--- config.mk ---
export PLATFORM = sky130hd
export DESIGN_NAME = tlv_header_message_parser_top
export DESIGN_NICKNAME = d
export VERILOG_FILES = /design/src/design/tlvhp_pkg.sv /design/src/design/tlv_header_message_parser_top.sv
export SDC_FILE = /design/constraint.sdc
export NUM_CORES = 1
export LEC_CHECK = 0
export BUFFER_PORTS_ARGS = -buffer_cell sky130_fd_sc_hd__buf_2
export CORE_MARGIN = 4
export CORE_UTILIZATION = 65
export CTS_CLUSTER_DIAMETER = 50
export CTS_CLUSTER_SIZE = 30
export DETAILED_ROUTE_END_ITERATION = 6
export GPL_TIMING_DRIVEN = 0
export PLACE_DENSITY = 0.89
export SLEW_MARGIN = 10
export SYNTH_ARGS = -nofsm -noshare
export SYNTH_HDL_FRONTEND = slang
export SYNTH_SLANG_ARGS = --single-unit
--- constraint.sdc ---
create_clock -name clk -period 11.8 [get_ports clk]
set_clock_uncertainty 0.15 [all_clocks]
set_input_delay 0.59 -clock clk [delete_from_list [all_inputs] [get_ports clk]]
set_output_delay 0.59 -clock clk [all_outputs]
set_load 0.02 [all_outputs]
--- src/design/tlvhp_pkg.sv ---
// Package for the TLV header message parser: beat types, phase and status codes,
// and the header name and version string tables. Depends on nothing.
package tlvhp_pkg;

  localparam int NUM_NAMES  = 10;
  localparam int NAME_SLOTS = 11;
  localparam int VER_LEN    = 5;

  localparam logic [7:0] DESC_END   = 8'h00;
  localparam logic [7:0] DESC_NAME  = 8'h01;
  localparam logic [7:0] DESC_VALUE = 8'h02;

  localparam logic [3:0] KIND_VERSION = 4'd1;

  typedef enum logic [1:0] {
    ST_OK       = 2'd0,
    ST_BAD_DESC = 2'd1,
    ST_UNKNOWN  = 2'd2,
    ST_VERSION  = 2'd3
  } status_t;

  typedef enum logic [9:0] {
    PH_IDLE    = 10'b00_0000_0001,
    PH_DESC    = 10'b00_0000_0010,
    PH_NLEN_HI = 10'b00_0000_0100,
    PH_NLEN_LO = 10'b00_0000_1000,
    PH_NAME    = 10'b00_0001_0000,
    PH_VDESC   = 10'b00_0010_0000,
    PH_VLEN_HI = 10'b00_0100_0000,
    PH_VLEN_LO = 10'b00_1000_0000,
    PH_VALUE   = 10'b01_0000_0000,
    PH_DONE    = 10'b10_0000_0000
  } phase_t;

  typedef struct packed {
    logic [7:0] data_byte;
    logic       packet_start;
  } pkt_beat_t;

  typedef struct packed {
    logic [3:0] header_kind;
    logic [7:0] value_data;
    logic       value_valid;
    logic       value_last;
    logic       header_empty;
    logic       message_done;
    logic [1:0] message_status;
  } hdr_beat_t;

  localparam logic [3:0] NAME_LEN [NUM_NAMES] = '{
    4'd7, 4'd7, 4'd8, 4'd9, 4'd10, 4'd4, 4'd6, 4'd7, 4'd10, 4'd5
  };

  // Names are right-justified in each slot, so the first character sits highest.
  localparam logic [NAME_SLOTS*8-1:0] NAME_ROM [NUM_NAMES] = '{
    "Version", "Request", "Response", "Call-type", "User-agent",
    "INFO", "Reason", "Call-id", "Crypto-key", "Nonce"
  };

  localparam logic [VER_LEN*8-1:0] VER_VALUE = "0.2.3";

  // Character at position pos of name idx; zero past the end of the name.
  function automatic logic [7:0] name_char(input int idx, input logic [3:0] pos);
    logic [7:0] ch;
    int         base;
    ch = 8'h00;
    if (pos < NAME_LEN[idx]) begin
      base = 8 * (int'(NAME_LEN[idx]) - 1 - int'(pos));
      ch   = NAME_ROM[idx][base +: 8];
    end
    return ch;
  endfunction

endpackage

--- src/design/tlv_header_message_parser_top.sv ---
// Top level of the TLV header message parser: one pass per packet byte into a
// result register. Depends on tlvhp_pkg for beat types, codes and name tables.
//
//   channel  direction  payload     handshake
//   pkt      input      pkt_beat_t  pkt_valid / pkt_stall
//   hdr      output     hdr_beat_t  hdr_valid / hdr_stall
//
// Every accepted packet beat yields exactly one result beat, in the cycle after it is accepted.
// The parse state advances at the edge that accepts the packet beat; the result
// goes into the output register at the same edge, so one beat per cycle is
// sustained while the downstream side does not stall the single output register.
// A packet beat is stalled only while the output register is full and the
// downstream side stalls it; when the result drains in the same cycle, a new
// packet beat enters.
// Synchronous reset returns the parser to idle and empties the output register.
module tlv_header_message_parser_top
  import tlvhp_pkg::*;
(
  input  logic      clk,
  input  logic      rst,
  input  logic      pkt_valid,
  output logic      pkt_stall,
  input  pkt_beat_t pkt,
  output logic      hdr_valid,
  input  logic      hdr_stall,
  output hdr_beat_t hdr
);

  phase_t               parse_phase, parse_phase_next;
  logic [15:0]          length_counter, length_counter_next;
  logic [3:0]           name_length, name_length_next;
  logic [3:0]           name_position, name_position_next;
  logic [NUM_NAMES-1:0] candidate_mask, candidate_mask_next;
  logic [3:0]           current_header, current_header_next;
  logic                 version_seen, version_seen_next;
  logic                 version_match, version_match_next;
  logic [7:0]           length_high_byte, length_high_byte_next;

  hdr_beat_t            result;
  logic                 accept;
  logic [15:0]          full_len;
  logic [3:0]           pos_inc;
  logic [NUM_NAMES-1:0] len_mask;
  logic [NUM_NAMES-1:0] char_mask;
  logic [3:0]           first_hit;
  logic [7:0]           ver_char;

  // The output register frees up when its beat is taken in this cycle.
  assign pkt_stall = hdr_valid && hdr_stall;
  assign accept    = pkt_valid && !pkt_stall;

  assign full_len = {length_high_byte, pkt.data_byte};
  assign pos_inc  = name_position + 4'd1;

  // Candidates by name length, and candidates surviving the current name byte.
  always_comb begin
    for (int i = 0; i < NUM_NAMES; i++) begin
      len_mask[i]  = (full_len == {12'd0, NAME_LEN[i]});
      char_mask[i] = candidate_mask[i] && (name_position < 4'(NAME_SLOTS))
                     && (name_char(i, name_position) == pkt.data_byte);
    end
  end

  // The lowest surviving name wins when the name is complete.
  always_comb begin
    first_hit = 4'd0;
    for (int i = NUM_NAMES - 1; i >= 0; i--) begin
      if (char_mask[i]) begin
        first_hit = 4'(i + 1);
      end
    end
  end

  // Expected version character for the remaining count; valid for counts 1 to 5.
  always_comb begin
    ver_char = 8'h00;
    if (length_counter >= 16'd1 && length_counter <= 16'(VER_LEN)) begin
      ver_char = VER_VALUE[8 * (length_counter[2:0] - 3'd1) +: 8];
    end
  end

  always_comb begin
    parse_phase_next      = parse_phase;
    length_counter_next   = length_counter;
    name_length_next      = name_length;
    name_position_next    = name_position;
    candidate_mask_next   = candidate_mask;
    current_header_next   = current_header;
    version_seen_next     = version_seen;
    version_match_next    = version_match;
    length_high_byte_next = length_high_byte;
    result                = '0;

    if (pkt.packet_start) begin
      // The marker byte is skipped and the message state starts over.
      parse_phase_next      = PH_DESC;
      length_counter_next   = '0;
      name_length_next      = '0;
      name_position_next    = '0;
      candidate_mask_next   = '0;
      current_header_next   = '0;
      version_seen_next     = 1'b0;
      version_match_next    = 1'b0;
      length_high_byte_next = '0;
    end else begin
      unique case (parse_phase)
        PH_DESC: begin
          if (pkt.data_byte == DESC_END) begin
            result.message_done   = 1'b1;
            result.message_status = (version_seen && version_match) ? ST_OK : ST_VERSION;
            parse_phase_next      = PH_DONE;
          end else if (pkt.data_byte == DESC_NAME) begin
            parse_phase_next = PH_NLEN_HI;
          end else begin
            result.message_done   = 1'b1;
            result.message_status = ST_BAD_DESC;
            parse_phase_next      = PH_DONE;
          end
        end
        PH_NLEN_HI: begin
          length_high_byte_next = pkt.data_byte;
          parse_phase_next      = PH_NLEN_LO;
        end
        PH_NLEN_LO: begin
          // Only lengths of known names are kept, so four bits hold the length.
          name_length_next    = full_len[3:0];
          candidate_mask_next = len_mask;
          name_position_next  = '0;
          if (len_mask == '0) begin
            result.message_done   = 1'b1;
            result.message_status = ST_UNKNOWN;
            parse_phase_next      = PH_DONE;
          end else begin
            parse_phase_next = PH_NAME;
          end
        end
        PH_NAME: begin
          candidate_mask_next = char_mask;
          name_position_next  = pos_inc;
          if (char_mask == '0) begin
            result.message_done   = 1'b1;
            result.message_status = ST_UNKNOWN;
            parse_phase_next      = PH_DONE;
          end else if (pos_inc >= name_length) begin
            current_header_next = first_hit;
            parse_phase_next    = PH_VDESC;
          end
        end
        PH_VDESC: begin
          if (pkt.data_byte == DESC_VALUE) begin
            parse_phase_next = PH_VLEN_HI;
          end else begin
            result.message_done   = 1'b1;
            result.message_status = ST_BAD_DESC;
            parse_phase_next      = PH_DONE;
          end
        end
        PH_VLEN_HI: begin
          length_high_byte_next = pkt.data_byte;
          parse_phase_next      = PH_VLEN_LO;
        end
        PH_VLEN_LO: begin
          length_counter_next = full_len;
          // A later version header replaces what an earlier one left.
          if (current_header == KIND_VERSION) begin
            version_seen_next  = 1'b1;
            version_match_next = (full_len == 16'(VER_LEN));
          end
          if (full_len == '0) begin
            result.header_kind  = current_header;
            result.header_empty = 1'b1;
            parse_phase_next    = PH_DESC;
          end else begin
            parse_phase_next = PH_VALUE;
          end
        end
        PH_VALUE: begin
          result.header_kind = current_header;
          result.value_data  = pkt.data_byte;
          result.value_valid = 1'b1;
          result.value_last  = (length_counter == 16'd1);
          if (current_header == KIND_VERSION && version_match) begin
            if (length_counter > 16'(VER_LEN) || length_counter == '0
                || ver_char != pkt.data_byte) begin
              version_match_next = 1'b0;
            end
          end
          length_counter_next = length_counter - 16'd1;
          if (length_counter == 16'd1) begin
            parse_phase_next = PH_DESC;
          end
        end
        PH_IDLE, PH_DONE: begin
          // Bytes are ignored until the next start flag.
        end
        default: begin
        end
      endcase
    end
  end

  always_ff @(posedge clk) begin
    if (rst) begin
      parse_phase      <= PH_IDLE;
      length_counter   <= '0;
      name_length      <= '0;
      name_position    <= '0;
      candidate_mask   <= '0;
      current_header   <= '0;
      version_seen     <= 1'b0;
      version_match    <= 1'b0;
      length_high_byte <= '0;
      hdr_valid        <= 1'b0;
    end else begin
      if (accept) begin
        parse_phase      <= parse_phase_next;
        length_counter   <= length_counter_next;
        name_length      <= name_length_next;
        name_position    <= name_position_next;
        candidate_mask   <= candidate_mask_next;
        current_header   <= current_header_next;
        version_seen     <= version_seen_next;
        version_match    <= version_match_next;
        length_high_byte <= length_high_byte_next;
        hdr_valid        <= 1'b1;
      end else if (!hdr_stall) begin
        hdr_valid <= 1'b0;
      end
    end
  end

  // The result payload holds while stalled, since no packet beat is taken then.
  always_ff @(posedge clk) begin
    if (accept) begin
      hdr <= result;
    end
  end

endmodule
# After elaboration in Yosys (flattened, before gate mapping)
# Cells that the tools add are included.
[classes]
addsub = 10
order_cmp = 12
eq_ne = 37
n_shift = 11
mux = 66
n_bitwise = 2
n_reduce_logical = 53
[op_table]
columns = ["operator", "n"]
rows = [
  ["$shiftx 88x8->8 const A", 10],
  ["$mux 8", 13],
  ["$mux 10", 9],
  ["$eq 8x8->1", 10],
  ["$pmux 10 s8", 1],
  ["$mux 4", 18],
  ["$eq 16x3->1 const B", 4],
  ["$eq 16x4->1 const B", 3],
  ["$shiftx 40x33->8 const A", 1],
  ["$logic_not 16->1", 2],
  ["$pmux 16 s2", 1],
  ["$logic_and 1x1->1", 25],
  ["$logic_not 10->1", 2],
  ["$pmux 10 s2", 1],
  ["$sub 3x4->5 const A", 4],
  ["$eq 16x1->1 const B", 1],
  ["$ge 16x1->1 const B", 1],
  ["$gt 16x3->1 const B", 1],
  ["$le 16x3->1 const B", 1],
  ["$lt 4x3->1 const B", 4],
  ["$lt 4x4->1 const B", 4],
  ["$mux 16", 1],
  ["$pmux 4 s2", 2],
  ["$sub 16x1->16 const B", 1],
  ["other kinds (39)", 71],
]
[word_totals]
regBits = 77
in_bits = 13
output_inout_bits = 20
elab_cells = 208

# Depth between registers and ports, before layout
[logic_depth]
word_depth = 19
ltp_mapped = 16
mapped_depth_nobuf = 12

# Least setup slack after synthesis
# No wires, ideal clock.
[synth_timing]
path_kind = "flip-flop to flip-flop"
startpoint = "reg name_position[2]"
endpoint = "reg parse_phase[5]"
setup_time_ps = 72
t_arrival_ps = 3591
t_required_ps = 11578
path_slack_ps = 7987
stages_incl_launch_ff = 15
path_buffers = 2
synth_period_minus_slack_ps = 3813
path_cell_list = "dfxtp_1 -> buf_4 -> buf_2 -> inv_1 -> ha_1 -> ha_1 -> o21a_1 -> a2111oi_4 -> a211oi_1 -> nor2_1 -> nor4_2 -> a211o_1 -> nor4_4 -> o21a_2 -> mux2i_1"
[synth_between]
elab_chain_len = 9
word_cells_on_any_way = 73
cone_classes = "add/sub (8); order compare (9); eq/ne (11); shift (10); mux (13); reduce/logical (22)"
[synth_rtl]
columns = ["element", "line_no", "text"]
rows = [
  ["from (decl)", "tlv_header_message_parser_top.sv:32", "logic [3:0] name_position, name_position_next;"],
  ["from (signal assigned)", "tlv_header_message_parser_top.sv:219", "name_position <= name_position_next;"],
  ["$sub 3x4->5, or another cell as far along", "tlvhp_pkg.sv:68", "base = 8 * (int'(NAME_LEN[idx]) - 1 - int'(pos));"],
  ["$shiftx 88x8->8", "tlvhp_pkg.sv:69", "ch = NAME_ROM[idx][base +: 8];"],
  ["$mux 8", "tlvhp_pkg.sv:67", "if (pos < NAME_LEN[idx]) begin"],
  ["$eq 8x8->1", "tlv_header_message_parser_top.sv:60", "&& (name_char(i, name_position) == pkt.data_byte);"],
  ["$logic_and 1x1->1", "tlv_header_message_parser_top.sv:60", ""],
  ["$logic_not 10->1", "tlv_header_message_parser_top.sv:140", "if (char_mask == '0) begin"],
  ["$mux 10", "tlv_header_message_parser_top.sv:140", ""],
  ["$pmux 10 s8", "tlv_header_message_parser_top.sv:106", "unique case (parse_phase)"],
  ["$mux 10", "tlv_header_message_parser_top.sv:94", "if (pkt.packet_start) begin"],
  ["to (signal assigned)", "tlv_header_message_parser_top.sv:216", "parse_phase <= parse_phase_next;"],
  ["to (decl)", "tlv_header_message_parser_top.sv:29", "phase_t parse_phase, parse_phase_next;"],
]
# Parallel ways exist; a longest one is shown, timed or not.
# A chain may end at the register's enable or synchronous reset.

# Final worst setup path
[layout_timing]
startpoint = "reg name_position[2]"
endpoint = "reg parse_phase[4]"
# The elaborated chain is that of the path after synthesis.

==> results.toml <==
[worst_setup_path]
cp_common_cell = "buf_2"
crit_buf_inv = 4
startpoint_type = "flop"
rr_worst_depth = 13
required_ns = 11.95
r2r_slack_ns = 7.01
worstPathArrival_ns = 4.94
criticalPathCategory = "reg2reg"
path_max_fanout = 10
rr_endpoint = "parse_phase[4]"
slowest_stage = "a211oi_1"
endpoint_kind = "flop"
cpPeakStageDelay_ns = 0.98
critPathTopFamily = "compound AO/OA/AOI/OAI gates"
crit_chain = "buf_4, buf_2, inv_1, ha_1, buf_2, a211oi_1, and4_1, nor2_1, nor4_2, a211o_1, nor4_4, o21ai_2, mux2i_1"
timing.rr.start = "name_position[2]"

[die]
initial_utilization_pct = 67.4
core_um2 = 10500
dieArea_um2 = 12600
die_height_um = 112
num_io_pins = 33
rows = 37
die_w_um = 112

[yosys]
synth.top_cells.by_area = "dfxtp_1, edfxtp_1, nand2_1"
synthSimpleGateAreaFrac_pct = 31.1
syn_nets = 953
yosys.area.top_type = "dfxtp_1"
synth.cell_area_um2 = 7060
synth_enable_flop_cells = 18
synth_top_flop_cell = "dfxtp_1"
yosys_warnings = 0
synth_compound_area_share_pct = 26.4
seq_area_frac_synth_pct = 24.4
ys_ff_latch = 77
synthMuxAreaShare_pct = 3.01
synth_area_per_cell_um2 = 7.66
synth_top_family_by_area = "simple AND/OR/NAND/NOR gates"
synthAdderAreaFrac_pct = 3.65
syn-instance-count = 921
synth.distinct_cells = 101
async_flop_share_pct = 0
synth_top_area_share_pct = 16.7
synth_xor_area_share_pct = 5.41

[cells_and_area]
num-fill-cells = 874
final_util_pct = 72.4
syn2layout_area_growth_pct = 7.31
nets = 993
drive_above_1_share_pct = 12.9
diodes = 0
instances_no_fill = 1102
regArea_um2 = 1720
multi_input_area_um2 = 4910

[sta]
whs_ns = 0.296
finalHoldViolations = 0
min_period_ns = 4.79
slew_headroom_pct = 22.0
fin_tns_setup_ns = 0
fmax_mhz = 209
rsz0062_at_grt = "no"
finalCritPeriodShare_pct = 40.6
worst_pin_slew_ns = 1.16
finalSetupViolCount = 0
slew_violations = 0

[clocking]
cts_num_sinks = 77
root_buffer = "clkbuf_8"
cts_resized = 0
cts_hold_buf = 0
numCtsBuffers = 9
insertion_delay_ns = 0.37
cts_tree = "built"
cts_buffer_depth = 2
cts_setup_buffers = 0
path_clk_slew_ns = 0.09
cts_max_level = 3

[routing]
drcViolationCount = 0
drt_first_pass_iters = 6
drt-vias-per-instance = 7.08
vias = 7802
dr.first_iter.drc_count = 1216
final_antenna_net_count = 0
wl_per_cell_um = 20.7
wl_mm = 22.8

[outcome]
status = "finished, final reports clean"

[placement]
dpl.cell_count = 1086
hpwl_mm = 16.8
gp_congestion = 1.01
portBuffers = 29

[power_and_ir_drop]
powerDensity_nw_per_um2 = 76.7
ir_drop_mv = 0.118
p_leak_nw = 2.79

[min_path]
min_path_cells = 2
min_path_type = "in2reg"
min_to = "hdr_valid"
hold_start = "pkt_valid"

[global_routing]
antenna_found_initial = 0
grt_pass1_vias = 6941
grt_max_degree = 24
gr-total-overflow = 0
globalRouteTotalUtil_pct = 35.1
grt_pass1_wl_mm = 36.0

[flow_run]
maxCapViolCount = 0
-- final cells by class --
class                      instances  area share, %
sequential                        77           22.7
timing repair buffer              29           1.92
clock buffer                      10           1.82
multi-input combinational        752           64.9
inverter                          26           1.32
tap                              136           2.25
buffer                            66           4.23
clock inverter                     6          0.826
-- placed cells by master, fill, tap and decap left out, drive strengths merged, types with 10 or more instances in the layout --
master  count
nand2      99
nor2       98
buf        68
dfxtp      59
a21oi      55
o21ai      51
clkbuf     37
nor3       32
nand3      28
xnor2      27
inv        23
a22oi      22
mux2i      19
ha         19
edfxtp     18
nor2b      18
nor4       16
nand2b     15
nand4      15
and2       14
a211oi     13
nand3b     11
or2        11
xor2       10
-- synth_stat cells (15+ instances only) --
| cell type | number |
|---|---|
| nand2_1 | 99 |
| nor3_1 | 32 |
| dfxtp_1 | 59 |
| nor2b_1 | 16 |
| clkbuf_1 | 27 |
| mux2i_1 | 19 |
| o21ai_0 | 46 |
| edfxtp_1 | 18 |
| nor2_1 | 96 |
| inv_1 | 20 |
| a21oi_1 | 52 |
| ha_1 | 19 |
| xnor2_1 | 25 |
| buf_2 | 25 |
| nand3_1 | 28 |
| a22oi_1 | 21 |
| nand2b_1 | 15 |
-- power by group --
group	leakage, nW	switching, W	internal (W)
clock network	0.106	0.0000999	0.000103
registers	0.660	0.00000380	0.000275
logic	2.03	0.0000684	0.0000307
total	2.79	0.000172	0.000409
-- worst reg2reg max path, delay by kind of cell (launching register included) --
family | cells | cell delay (ns)
muxes | 1 | 0.22
buffers and inverters | 4 | 0.90
and+or+nand+nor | 4 | 1.04
AOI/OAI and AO/OA | 3 | 1.66
adders and majority gates | 1 | 0.23
DFF | 1 | 0.51
-- how the worst max path moves through the flow --
| stage | startpoint | end | depth (start not counted) |
|---|---|---|---|
| floorplan | name_position[2] | parse_phase[5] | 14 |
| global placement | name_position[2] | parse_phase[7] | 14 |
| detailed placement | name_position[2] | parse_phase[3] | 14 |
| CTS | name_position[2] | parse_phase[3] | 14 |
| global route | name_position[2] | parse_phase[3] | 14 |
| finish | name_position[2] | parse_phase[4] | 13 |
-- logic make-up (layout without fill, tap and decap cells) --
group | after synthesis | in the layout
AND/OR/NAND/NOR | 412 | 412
AO/OA/AOI/OAI | 260 | 260
flip-flops | 77 | 77
XOR/XNOR | 38 | 38
adder cells (fa/ha/maj) | 21 | 21
multiplexers | 21 | 21
buffers and inverters | 92 | 137
-- per-layer routing --
layer	routed length, µm	up-vias	global-route usage, %
met5	0	-	0
met4	860	0	11.8
met3	3260	93	12.0
met2	9540	591	49.7
met1	9110	3604	49.9
li1	-	3514	-
-- state kept, by name, indices dropped and copies added (netlist names) --
signal / count
candidate_mask: 10
current_header: 4
hdr: 18
hdr_valid: 1
length_counter: 16
length_high_byte: 8
name_length: 4
name_position: 4
parse_phase: 10
version_match: 1
version_seen: 1
-- through the flow --
step	worst slack (ns)	power, W	area, µm²
CTS	7.20	0.000578	7570
global route	6.90	0.000605	7570
detailed placement	7.23	0.000379	7370
global placement	7.29	0.000378	7370
floorplan	7.99	0.000352	7060
finish	7.01	0.000581	7570
(Power assumes the default switching activity.)
